===== src/hdl/sfcm_pkg.sv =====
// ----------------------------------------------------------------------------
// sfcm_pkg - shared types and constants for the signed floor/ceil/mod/gcd/lcm unit
// Request and response payloads, command and status codes, overflow limits.
// ----------------------------------------------------------------------------
package sfcm_pkg;

  localparam int DATA_WIDTH = 32;
  localparam int CNT_W      = $clog2(DATA_WIDTH);

  // Command codes
  localparam logic [2:0] CMD_FLOOR = 3'd0;
  localparam logic [2:0] CMD_CEIL  = 3'd1;
  localparam logic [2:0] CMD_MOD   = 3'd2;
  localparam logic [2:0] CMD_GCD   = 3'd3;
  localparam logic [2:0] CMD_LCM   = 3'd4;

  // Status codes
  localparam logic [1:0] ST_OK   = 2'd0;
  localparam logic [1:0] ST_DIVZ = 2'd1;
  localparam logic [1:0] ST_OVF  = 2'd2;

  // Largest result magnitude for a positive and for a negative result
  localparam logic [DATA_WIDTH:0] LIM_POS = {2'b00, {(DATA_WIDTH-1){1'b1}}};
  localparam logic [DATA_WIDTH:0] LIM_NEG = {2'b01, {(DATA_WIDTH-1){1'b0}}};

  typedef struct packed {
    logic [2:0]                   cmd;
    logic signed [DATA_WIDTH-1:0] operand_a;
    logic signed [DATA_WIDTH-1:0] operand_b;
  } req_t;

  typedef struct packed {
    logic signed [DATA_WIDTH-1:0] value;
    logic [1:0]                   status;
  } rsp_t;

endpackage


===== src/hdl/sfcm_div.sv =====
// ----------------------------------------------------------------------------
// sfcm_div - iterative unsigned divider
// Restoring division, one quotient bit per cycle; done pulses after the last bit.
// ----------------------------------------------------------------------------
module sfcm_div (
  input  logic                             clk,
  input  logic                             rst,
  input  logic                             start,
  input  logic [sfcm_pkg::DATA_WIDTH-1:0]  dividend,
  input  logic [sfcm_pkg::DATA_WIDTH-1:0]  divisor,
  output logic                             done,
  output logic [sfcm_pkg::DATA_WIDTH-1:0]  quotient,
  output logic [sfcm_pkg::DATA_WIDTH-1:0]  remainder
);

  logic                             active;
  logic [sfcm_pkg::CNT_W-1:0]       cnt;
  logic [sfcm_pkg::DATA_WIDTH-1:0]  quo;
  logic [sfcm_pkg::DATA_WIDTH-1:0]  rem;
  logic [sfcm_pkg::DATA_WIDTH-1:0]  dvs;
  logic [sfcm_pkg::DATA_WIDTH:0]    shifted;
  logic [sfcm_pkg::DATA_WIDTH:0]    diff;

  // Trial subtract of the divisor from the shifted partial remainder
  always_comb begin
    shifted = {rem, quo[sfcm_pkg::DATA_WIDTH-1]};
    diff    = shifted - {1'b0, dvs};
  end

  // Control: count down the quotient bits while active
  always_ff @(posedge clk) begin
    if (rst) begin
      active <= 1'b0;
      done   <= 1'b0;
      cnt    <= '0;
    end else begin
      done <= active && (cnt == '0);
      if (start) begin
        active <= 1'b1;
        cnt    <= sfcm_pkg::CNT_W'(sfcm_pkg::DATA_WIDTH - 1);
      end else if (active) begin
        if (cnt == '0) begin
          active <= 1'b0;
        end
        cnt <= cnt - 1'b1;
      end
    end
  end

  // Datapath: shift in one dividend bit, keep the difference if it did not borrow
  always_ff @(posedge clk) begin
    if (start) begin
      quo <= dividend;
      rem <= '0;
      dvs <= divisor;
    end else if (active) begin
      if (!diff[sfcm_pkg::DATA_WIDTH]) begin
        rem <= diff[sfcm_pkg::DATA_WIDTH-1:0];
        quo <= {quo[sfcm_pkg::DATA_WIDTH-2:0], 1'b1};
      end else begin
        rem <= shifted[sfcm_pkg::DATA_WIDTH-1:0];
        quo <= {quo[sfcm_pkg::DATA_WIDTH-2:0], 1'b0};
      end
    end
  end

  assign quotient  = quo;
  assign remainder = rem;

  // A new division is started only while the unit is free
  a_start_idle: assert property (@(posedge clk) disable iff (rst)
    start |-> !active)
    else $error("divider restarted while busy");

  // Completion follows an active run
  a_done_after_run: assert property (@(posedge clk) disable iff (rst)
    done |-> $past(active))
    else $error("divider done without a run");

  // Remainder is reduced below a nonzero divisor
  a_rem_range: assert property (@(posedge clk) disable iff (rst)
    (done && dvs != '0) |-> (rem < dvs))
    else $error("divider remainder not below divisor");

endmodule


===== src/hdl/signed_floor_ceil_mod_gcd_lcm_unit.sv =====
// ----------------------------------------------------------------------------
// signed_floor_ceil_mod_gcd_lcm_unit - signed integer floor/ceil/mod/gcd/lcm
// Sequencer around one shared iterative divider and one registered multiplier.
// ----------------------------------------------------------------------------
// Usage:
//   Request channel (req_valid/req_stall/req) carries a command and two signed
//   operands; response channel (rsp_valid/rsp_stall/rsp) returns one value and
//   one status per request, in order.
//   The block takes one request at a time: req_stall is high from acceptance
//   until the result has been moved into the response register. A result that
//   waits on a stalled receiver does not block the next request.
// Sequence, from acceptance to response valid:
//   floor/ceil/mod: one division.
//   gcd: one division for each of n Euclid steps.
//   lcm: the gcd steps, then one more division and a multiply.
//   Division by zero and unknown commands answer without the divider, as
//   does lcm of two zeros.
// The divider is bit-serial, one quotient bit per cycle, and every
// division step of every command shares it.
// Reset: clears the sequencer and the response valid; no request is lost
//   except one in flight. While rsp_stall is high the response holds steady.
// ----------------------------------------------------------------------------
module signed_floor_ceil_mod_gcd_lcm_unit (
  input  logic            clk,
  input  logic            rst,
  input  logic            req_valid,
  output logic            req_stall,
  input  sfcm_pkg::req_t  req,
  output logic            rsp_valid,
  input  logic            rsp_stall,
  output sfcm_pkg::rsp_t  rsp
);

  localparam int W = sfcm_pkg::DATA_WIDTH;

  localparam logic [2:0] S_IDLE = 3'd0;
  localparam logic [2:0] S_DISP = 3'd1;
  localparam logic [2:0] S_DIVW = 3'd2;
  localparam logic [2:0] S_GCD  = 3'd3;
  localparam logic [2:0] S_GCDW = 3'd4;
  localparam logic [2:0] S_LCMW = 3'd5;
  localparam logic [2:0] S_MULF = 3'd6;
  localparam logic [2:0] S_OUT  = 3'd7;

  logic [2:0]     state;
  logic [2:0]     cmd;
  logic [W-1:0]   a_r;
  logic [W-1:0]   b_r;
  logic [W-1:0]   x;
  logic [W-1:0]   y;
  logic [2*W-1:0] prod;
  logic [W-1:0]   val;
  logic [1:0]     st;

  logic           dv_start;
  logic [W-1:0]   dv_n;
  logic [W-1:0]   dv_d;
  logic           dv_done;
  logic [W-1:0]   dv_q;
  logic [W-1:0]   dv_r;

  logic [W-1:0]   ma;
  logic [W-1:0]   mb;
  logic [W-1:0]   mx;
  logic [W-1:0]   my;
  logic           sgn_diff;
  logic           q_neg;
  logic           q_adj;
  logic [W:0]     q_adjd;
  logic           q_ovf;
  logic [W-1:0]   q_val;
  logic [W-1:0]   r_fold;
  logic [W-1:0]   fm_val;
  logic           l_neg;
  logic           l_ovf;
  logic [W-1:0]   l_val;
  logic           rsp_load;

  function automatic logic [W-1:0] mag(input logic [W-1:0] v);
    return v[W-1] ? (~v + 1'b1) : v;
  endfunction

  // Operand magnitudes
  always_comb begin
    ma = mag(a_r);
    mb = mag(b_r);
    mx = mag(x);
    my = mag(y);
  end

  // Floored or ceiling quotient from the divider result, signs from x and y
  always_comb begin
    sgn_diff = x[W-1] != y[W-1];
    q_neg    = sgn_diff && (x != '0);
    q_adj    = (q_neg ? (cmd != sfcm_pkg::CMD_CEIL) : (cmd == sfcm_pkg::CMD_CEIL))
               && (dv_r != '0);
    q_adjd   = {1'b0, dv_q} + {{W{1'b0}}, q_adj};
    q_ovf    = q_adjd > (q_neg ? sfcm_pkg::LIM_NEG : sfcm_pkg::LIM_POS);
    q_val    = q_neg ? (~q_adjd[W-1:0] + 1'b1) : q_adjd[W-1:0];
  end

  // Floored modulo of x by y: takes the divisor's sign
  always_comb begin
    r_fold = sgn_diff ? (my - dv_r) : dv_r;
    if (dv_r == '0) begin
      fm_val = '0;
    end else begin
      fm_val = y[W-1] ? (~r_fold + 1'b1) : r_fold;
    end
  end

  // Least common multiple from the registered product
  always_comb begin
    l_neg = a_r[W-1] ^ x[W-1] ^ b_r[W-1];
    l_ovf = prod > (2*W)'(l_neg ? sfcm_pkg::LIM_NEG : sfcm_pkg::LIM_POS);
    l_val = l_neg ? (~prod[W-1:0] + 1'b1) : prod[W-1:0];
  end

  // Divider launch: Euclid and plain divisions use |x|/|y|, lcm uses |a|/|gcd|
  always_comb begin
    dv_start = 1'b0;
    dv_n     = mx;
    dv_d     = my;
    case (state)
      S_DISP: begin
        dv_start = (cmd == sfcm_pkg::CMD_FLOOR || cmd == sfcm_pkg::CMD_CEIL ||
                    cmd == sfcm_pkg::CMD_MOD) && (y != '0);
      end
      S_GCD: begin
        if (y != '0) begin
          dv_start = 1'b1;
        end else if (cmd == sfcm_pkg::CMD_LCM && x != '0) begin
          dv_start = 1'b1;
          dv_n     = ma;
          dv_d     = mx;
        end
      end
      default: begin
        dv_start = 1'b0;
      end
    endcase
  end

  sfcm_div u_div (
    .clk       (clk),
    .rst       (rst),
    .start     (dv_start),
    .dividend  (dv_n),
    .divisor   (dv_d),
    .done      (dv_done),
    .quotient  (dv_q),
    .remainder (dv_r)
  );

  assign req_stall = (state != S_IDLE);
  assign rsp_load  = (state == S_OUT) && (!rsp_valid || !rsp_stall);

  // Sequencer
  always_ff @(posedge clk) begin
    if (rst) begin
      state <= S_IDLE;
    end else begin
      case (state)
        S_IDLE: begin
          if (req_valid) begin
            state <= S_DISP;
          end
        end
        S_DISP: begin
          if (cmd == sfcm_pkg::CMD_GCD || cmd == sfcm_pkg::CMD_LCM) begin
            state <= S_GCD;
          end else if (dv_start) begin
            state <= S_DIVW;
          end else begin
            state <= S_OUT;
          end
        end
        S_DIVW: begin
          if (dv_done) begin
            state <= S_OUT;
          end
        end
        S_GCD: begin
          if (y != '0) begin
            state <= S_GCDW;
          end else if (dv_start) begin
            state <= S_LCMW;
          end else begin
            state <= S_OUT;
          end
        end
        S_GCDW: begin
          if (dv_done) begin
            state <= S_GCD;
          end
        end
        S_LCMW: begin
          if (dv_done) begin
            state <= S_MULF;
          end
        end
        S_MULF: begin
          state <= S_OUT;
        end
        S_OUT: begin
          if (rsp_load) begin
            state <= S_IDLE;
          end
        end
        default: begin
          state <= S_IDLE;
        end
      endcase
    end
  end

  // Working registers
  always_ff @(posedge clk) begin
    case (state)
      S_IDLE: begin
        cmd <= req.cmd;
        a_r <= req.operand_a;
        b_r <= req.operand_b;
        x   <= req.operand_a;
        y   <= req.operand_b;
        val <= '0;
        st  <= sfcm_pkg::ST_OK;
      end
      S_DISP: begin
        if (cmd == sfcm_pkg::CMD_GCD || cmd == sfcm_pkg::CMD_LCM) begin
          // order the pair so the signed-larger comes first
          if ($signed(x) < $signed(y)) begin
            x <= y;
            y <= x;
          end
        end else if ((cmd == sfcm_pkg::CMD_FLOOR || cmd == sfcm_pkg::CMD_CEIL ||
                      cmd == sfcm_pkg::CMD_MOD) && y == '0) begin
          st <= sfcm_pkg::ST_DIVZ;
        end
      end
      S_DIVW: begin
        if (dv_done) begin
          if (cmd == sfcm_pkg::CMD_MOD) begin
            val <= fm_val;
          end else begin
            val <= q_val;
            if (q_ovf) begin
              st <= sfcm_pkg::ST_OVF;
            end
          end
        end
      end
      S_GCD: begin
        if (y == '0) begin
          if (cmd == sfcm_pkg::CMD_GCD) begin
            val <= x;
          end else if (x == '0) begin
            st <= sfcm_pkg::ST_DIVZ;
          end
        end
      end
      S_GCDW: begin
        // advance one Euclid step
        if (dv_done) begin
          x <= y;
          y <= fm_val;
        end
      end
      S_LCMW: begin
        if (dv_done) begin
          prod <= dv_q * mb;
        end
      end
      S_MULF: begin
        val <= l_val;
        if (l_ovf) begin
          st <= sfcm_pkg::ST_OVF;
        end
      end
      default: begin
        val <= val;
      end
    endcase
  end

  // Response register: load when free, drop when taken
  always_ff @(posedge clk) begin
    if (rst) begin
      rsp_valid <= 1'b0;
    end else if (rsp_load) begin
      rsp_valid <= 1'b1;
    end else if (!rsp_stall) begin
      rsp_valid <= 1'b0;
    end
  end

  always_ff @(posedge clk) begin
    if (rsp_load) begin
      rsp.value  <= (st == sfcm_pkg::ST_DIVZ) ? '0 : val;
      rsp.status <= st;
    end
  end

  // A divide-by-zero response always carries a zero value
  a_divz_zero: assert property (@(posedge clk) disable iff (rst)
    (rsp_valid && rsp.status == sfcm_pkg::ST_DIVZ) |-> (rsp.value == '0))
    else $error("divide by zero with nonzero value");

  // An accepted request puts the sequencer to work
  a_accept_busy: assert property (@(posedge clk) disable iff (rst)
    (req_valid && !req_stall) |=> (state == S_DISP))
    else $error("request accepted but sequencer idle");

  // Divider completions arrive only while a state waits for them
  a_done_waited: assert property (@(posedge clk) disable iff (rst)
    dv_done |-> (state == S_DIVW || state == S_GCDW || state == S_LCMW))
    else $error("divider finished with nobody waiting");

endmodule


===== config.mk =====
export PLATFORM = sky130hd
export DESIGN_NAME = signed_floor_ceil_mod_gcd_lcm_unit
export DESIGN_NICKNAME = d
export VERILOG_FILES = /design/src/hdl/sfcm_pkg.sv /design/src/hdl/sfcm_div.sv /design/src/hdl/signed_floor_ceil_mod_gcd_lcm_unit.sv
export SDC_FILE = /design/constraint.sdc
export NUM_CORES = 2
export LEC_CHECK = 0
export BUFFER_PORTS_ARGS = -buffer_cell sky130_fd_sc_hd__buf_4
export CORE_UTILIZATION = 45
export DETAILED_ROUTE_END_ITERATION = 16
export HOLD_SLACK_MARGIN = 0.15
export PLACE_DENSITY_LB_ADDON = 0.05
export SLEW_MARGIN = 20
export SYNTH_ARGS = -nofsm -noshare
export SYNTH_HDL_FRONTEND = slang
export SYNTH_SLANG_ARGS = --single-unit

===== constraint.sdc =====
create_clock -name clk -period 16.1 [get_ports clk]
set_input_delay 3.22 -clock clk [delete_from_list [all_inputs] [get_ports clk]]
set_output_delay 3.22 -clock clk [all_outputs]
set_load 0.01 [all_outputs]

==> flow_metrics.tcl <==
set metrics [dict create \
    place_congestion 0.998 \
    grtUsageTotal 0.325 \
    worst_pin_slew_ns 1.18 \
    max_slew_margin 0.204 \
    clock.fmax_mhz 85.9 \
    cts_max_level 2 \
    synthArstFlopShare 0 \
    syn_avg_cell_area_um2 9.06 \
    numCtsBuffers 44 \
    synth-edff-count 327 \
    first_pass_iters 8 \
    synth_nets 8050 \
    synth_cell_types 92 \
    grt_first_pass_wirelength_um 326000 \
    startpoint "b_r[5]$_DFFE_PN_" \
    synth-main-ff-cell "edfxtp_1" \
    critPathTopFamily "adder cells" \
    status "complete, no violations" \
    core_um2 132000 \
    hold_viol 0 \
    worst_path_largest_cell_delay_ns 0.64 \
    grt_pass1_vias 48942 \
    final_common_cell "inv_1" \
    synth_top_area_cell "fa_1" \
    antenna_found_initial 10 \
    finalSetupViolations 0 \
    synth-seq-area-share 0.177 \
    syn_area_um2 60200 \
    skew_ns 0.0639 \
    setup.worst_path.class "reg2reg" \
    fin_crit_sh 0.723 \
    grt_overflow 0 \
    yosys_register_bits 370 \
    cpMaxStageDelayCell "a31oi_1" \
    syn2layout_area_growth_pct 7.23 \
    path_common_cell "fa_1" \
    cts_tree "done" \
    synth_area_leaders "fa_1 (30%), edfxtp_1 (16%), ha_1 (9.0%), inv_1 (6.7%), nand2_1 (5.2%)" \
    wire_per_inst_um 26.2 \
    pin_count 107 \
    placementRows 133 \
    cts.repair.resized 0 \
    rsz0062_at_grt "no" \
    die-height_um 368 \
    synth_top_area_frac 0.299 \
    slew_viol_final 0 \
    end_kind "flip-flop" \
    reg2reg_from "b_r[5]$_DFFE_PN_" \
    r2r_slack_ns 4.46 \
    die_area_um2 135000 \
    vias_per_cell 5.80 \
    cts_max_path_buffers 3 \
    start_util 0.456 \
    min_from "st[0]$_DFFE_PP_" \
    cts_setup_buffers 0 \
    syn_inst 6649 \
    final_nets 7947 \
    final_layout_size_suffix_gt1_frac 0.0612 \
    cap_violations 0 \
    wl_um 218000 \
    clkTransAtPathRegs_ns 0.06 \
    final_cell_mix "inv_1 (1079), fa_1 (898), nand2_1 (840)" \
    cts_root_buffer "clkbuf_16" \
    drc 0 \
    clk_latency_ns 0.66 \
    drtIter0Drc 4321 \
    clock-sinks 370 \
    fp.dieW_um 368 \
    postCtsHoldBufs 0 \
    period_needed_ns 11.64 \
    min_path_type "reg2reg" \
    ant_nets 0 \
    grt_max_degree 97 \
    io_buffers 106 \
    start_kind "flip-flop" \
    cp_max_fo 30 \
    vias 48363 \
    fin_setup_tns_ns 0 \
    worstPathArrival_ns 12.03 \
    yosys_warnings 0 \
    path_buf_inv 6 \
    required_ns 16.49 \
    dpl.hpwl_um 172000 \
]
## metrics by stage
| stage | util | cell area, µm² | instances | setup WS (ns) | hold slack [ns] |
|---|---|---|---|---|---|
| after floorplan | - | 60200 | 6649 | 6.10 | 0.417 |
| after global placement | 0.477 | 63000 | 8254 | 4.54 | 0.461 |
| after detailed placement | 0.477 | 63000 | 8254 | 4.60 | 0.471 |
| after CTS | 0.488 | 64500 | 8335 | 4.58 | 0.471 |
| final | 0.489 | 64600 | 8338 | 4.46 | 0.470 |
| after global routing | 0.489 | 64600 | 8336 | 4.02 | 0.487 |
## worst paths after layout
path | endpoint | cells past startpoint
setup reg to reg | prod[62]$_DFFE_PP_ | 33
hold / removal | rsp[0]$_DFFE_PP_ | 0
setup / recovery | prod[62]$_DFFE_PP_ | 33
hold reg to reg | rsp[0]$_DFFE_PP_ | 0
## cells by family (layout without fill, tap and decap cells)
family,Yosys count,after routing,synth area share
multiplexers,47,47,0.00817
buffers and inverters,1456,1388,0.0909
adder cells (fa/ha/maj),1330,1330,0.388
XOR/XNOR,332,332,0.0483
AO/OA/AOI/OAI,1073,1073,0.117
AND/OR/NAND/NOR,2041,2041,0.170
flip-flops,370,370,0.177
other,0,2,0
## metal layers
metal  wire (µm)  global-route usage  part of all wire
met5          13                   0          0.000060
met4        9800               0.126             0.045
met3       16600              0.0495             0.076
met2       98800               0.511              0.45
met1       93200               0.450              0.43
## sequential cells by signal, indices dropped and copies added, names as in the netlist, 5 cells and up
name	count
val	32
u_div.dvs	32
b_r	32
x	32
y	32
u_div.remainder	32
rsp	34
prod	64
u_div.cnt	5
u_div.quotient	32
a_r	32
## worst reg2reg max path, delay by kind of cell, from the launching register on
family | cells | cell delay, ns
DFF | 1 | 0.50
and+or+nand+nor | 10 | 3.22
xor gates and xnor gates | 2 | 0.22
buffers and inverters | 6 | 0.70
AOI/OAI and AO/OA | 6 | 2.39
adders and majority gates | 9 | 4.39
## synthesized netlist by cell type (all sizes together) (12+ instances only)
cell type,instances
and2,483
a31oi,34
nand4,71
nand2,841
o31ai,73
a211oi,27
xnor2,224
mux2i,39
buf,28
o21bai,48
o41ai,25
o21a,30
o31a,12
or2,19
inv,1080
nand3,81
nand2b,33
a21oi,207
clkbuf,347
or4,37
a22oi,32
a221oi,16
dfxtp,43
edfxtp,327
nor2b,66
and3,26
a222oi,18
o211ai,26
or3,35
nor4,46
nor3,73
a21o,99
o21ai,303
and4,12
xor2,108
nor2,189
fa,898
ha,432
## cell type report
type | count | area (µm²)
fill | 12721 | 67600
sequential | 370 | 10700
tap | 1755 | 2200
antenna | 2 | 5.00
clock inverter | 31 | 388
multi-input combinational | 4823 | 44400
clock buffer | 50 | 1130
timing repair buffer | 226 | 1720
inverter | 1081 | 4060
Power is left out: the tool's default activity adds up to more than one toggle a clock period on the data nets, which glitch-free logic cannot reach.
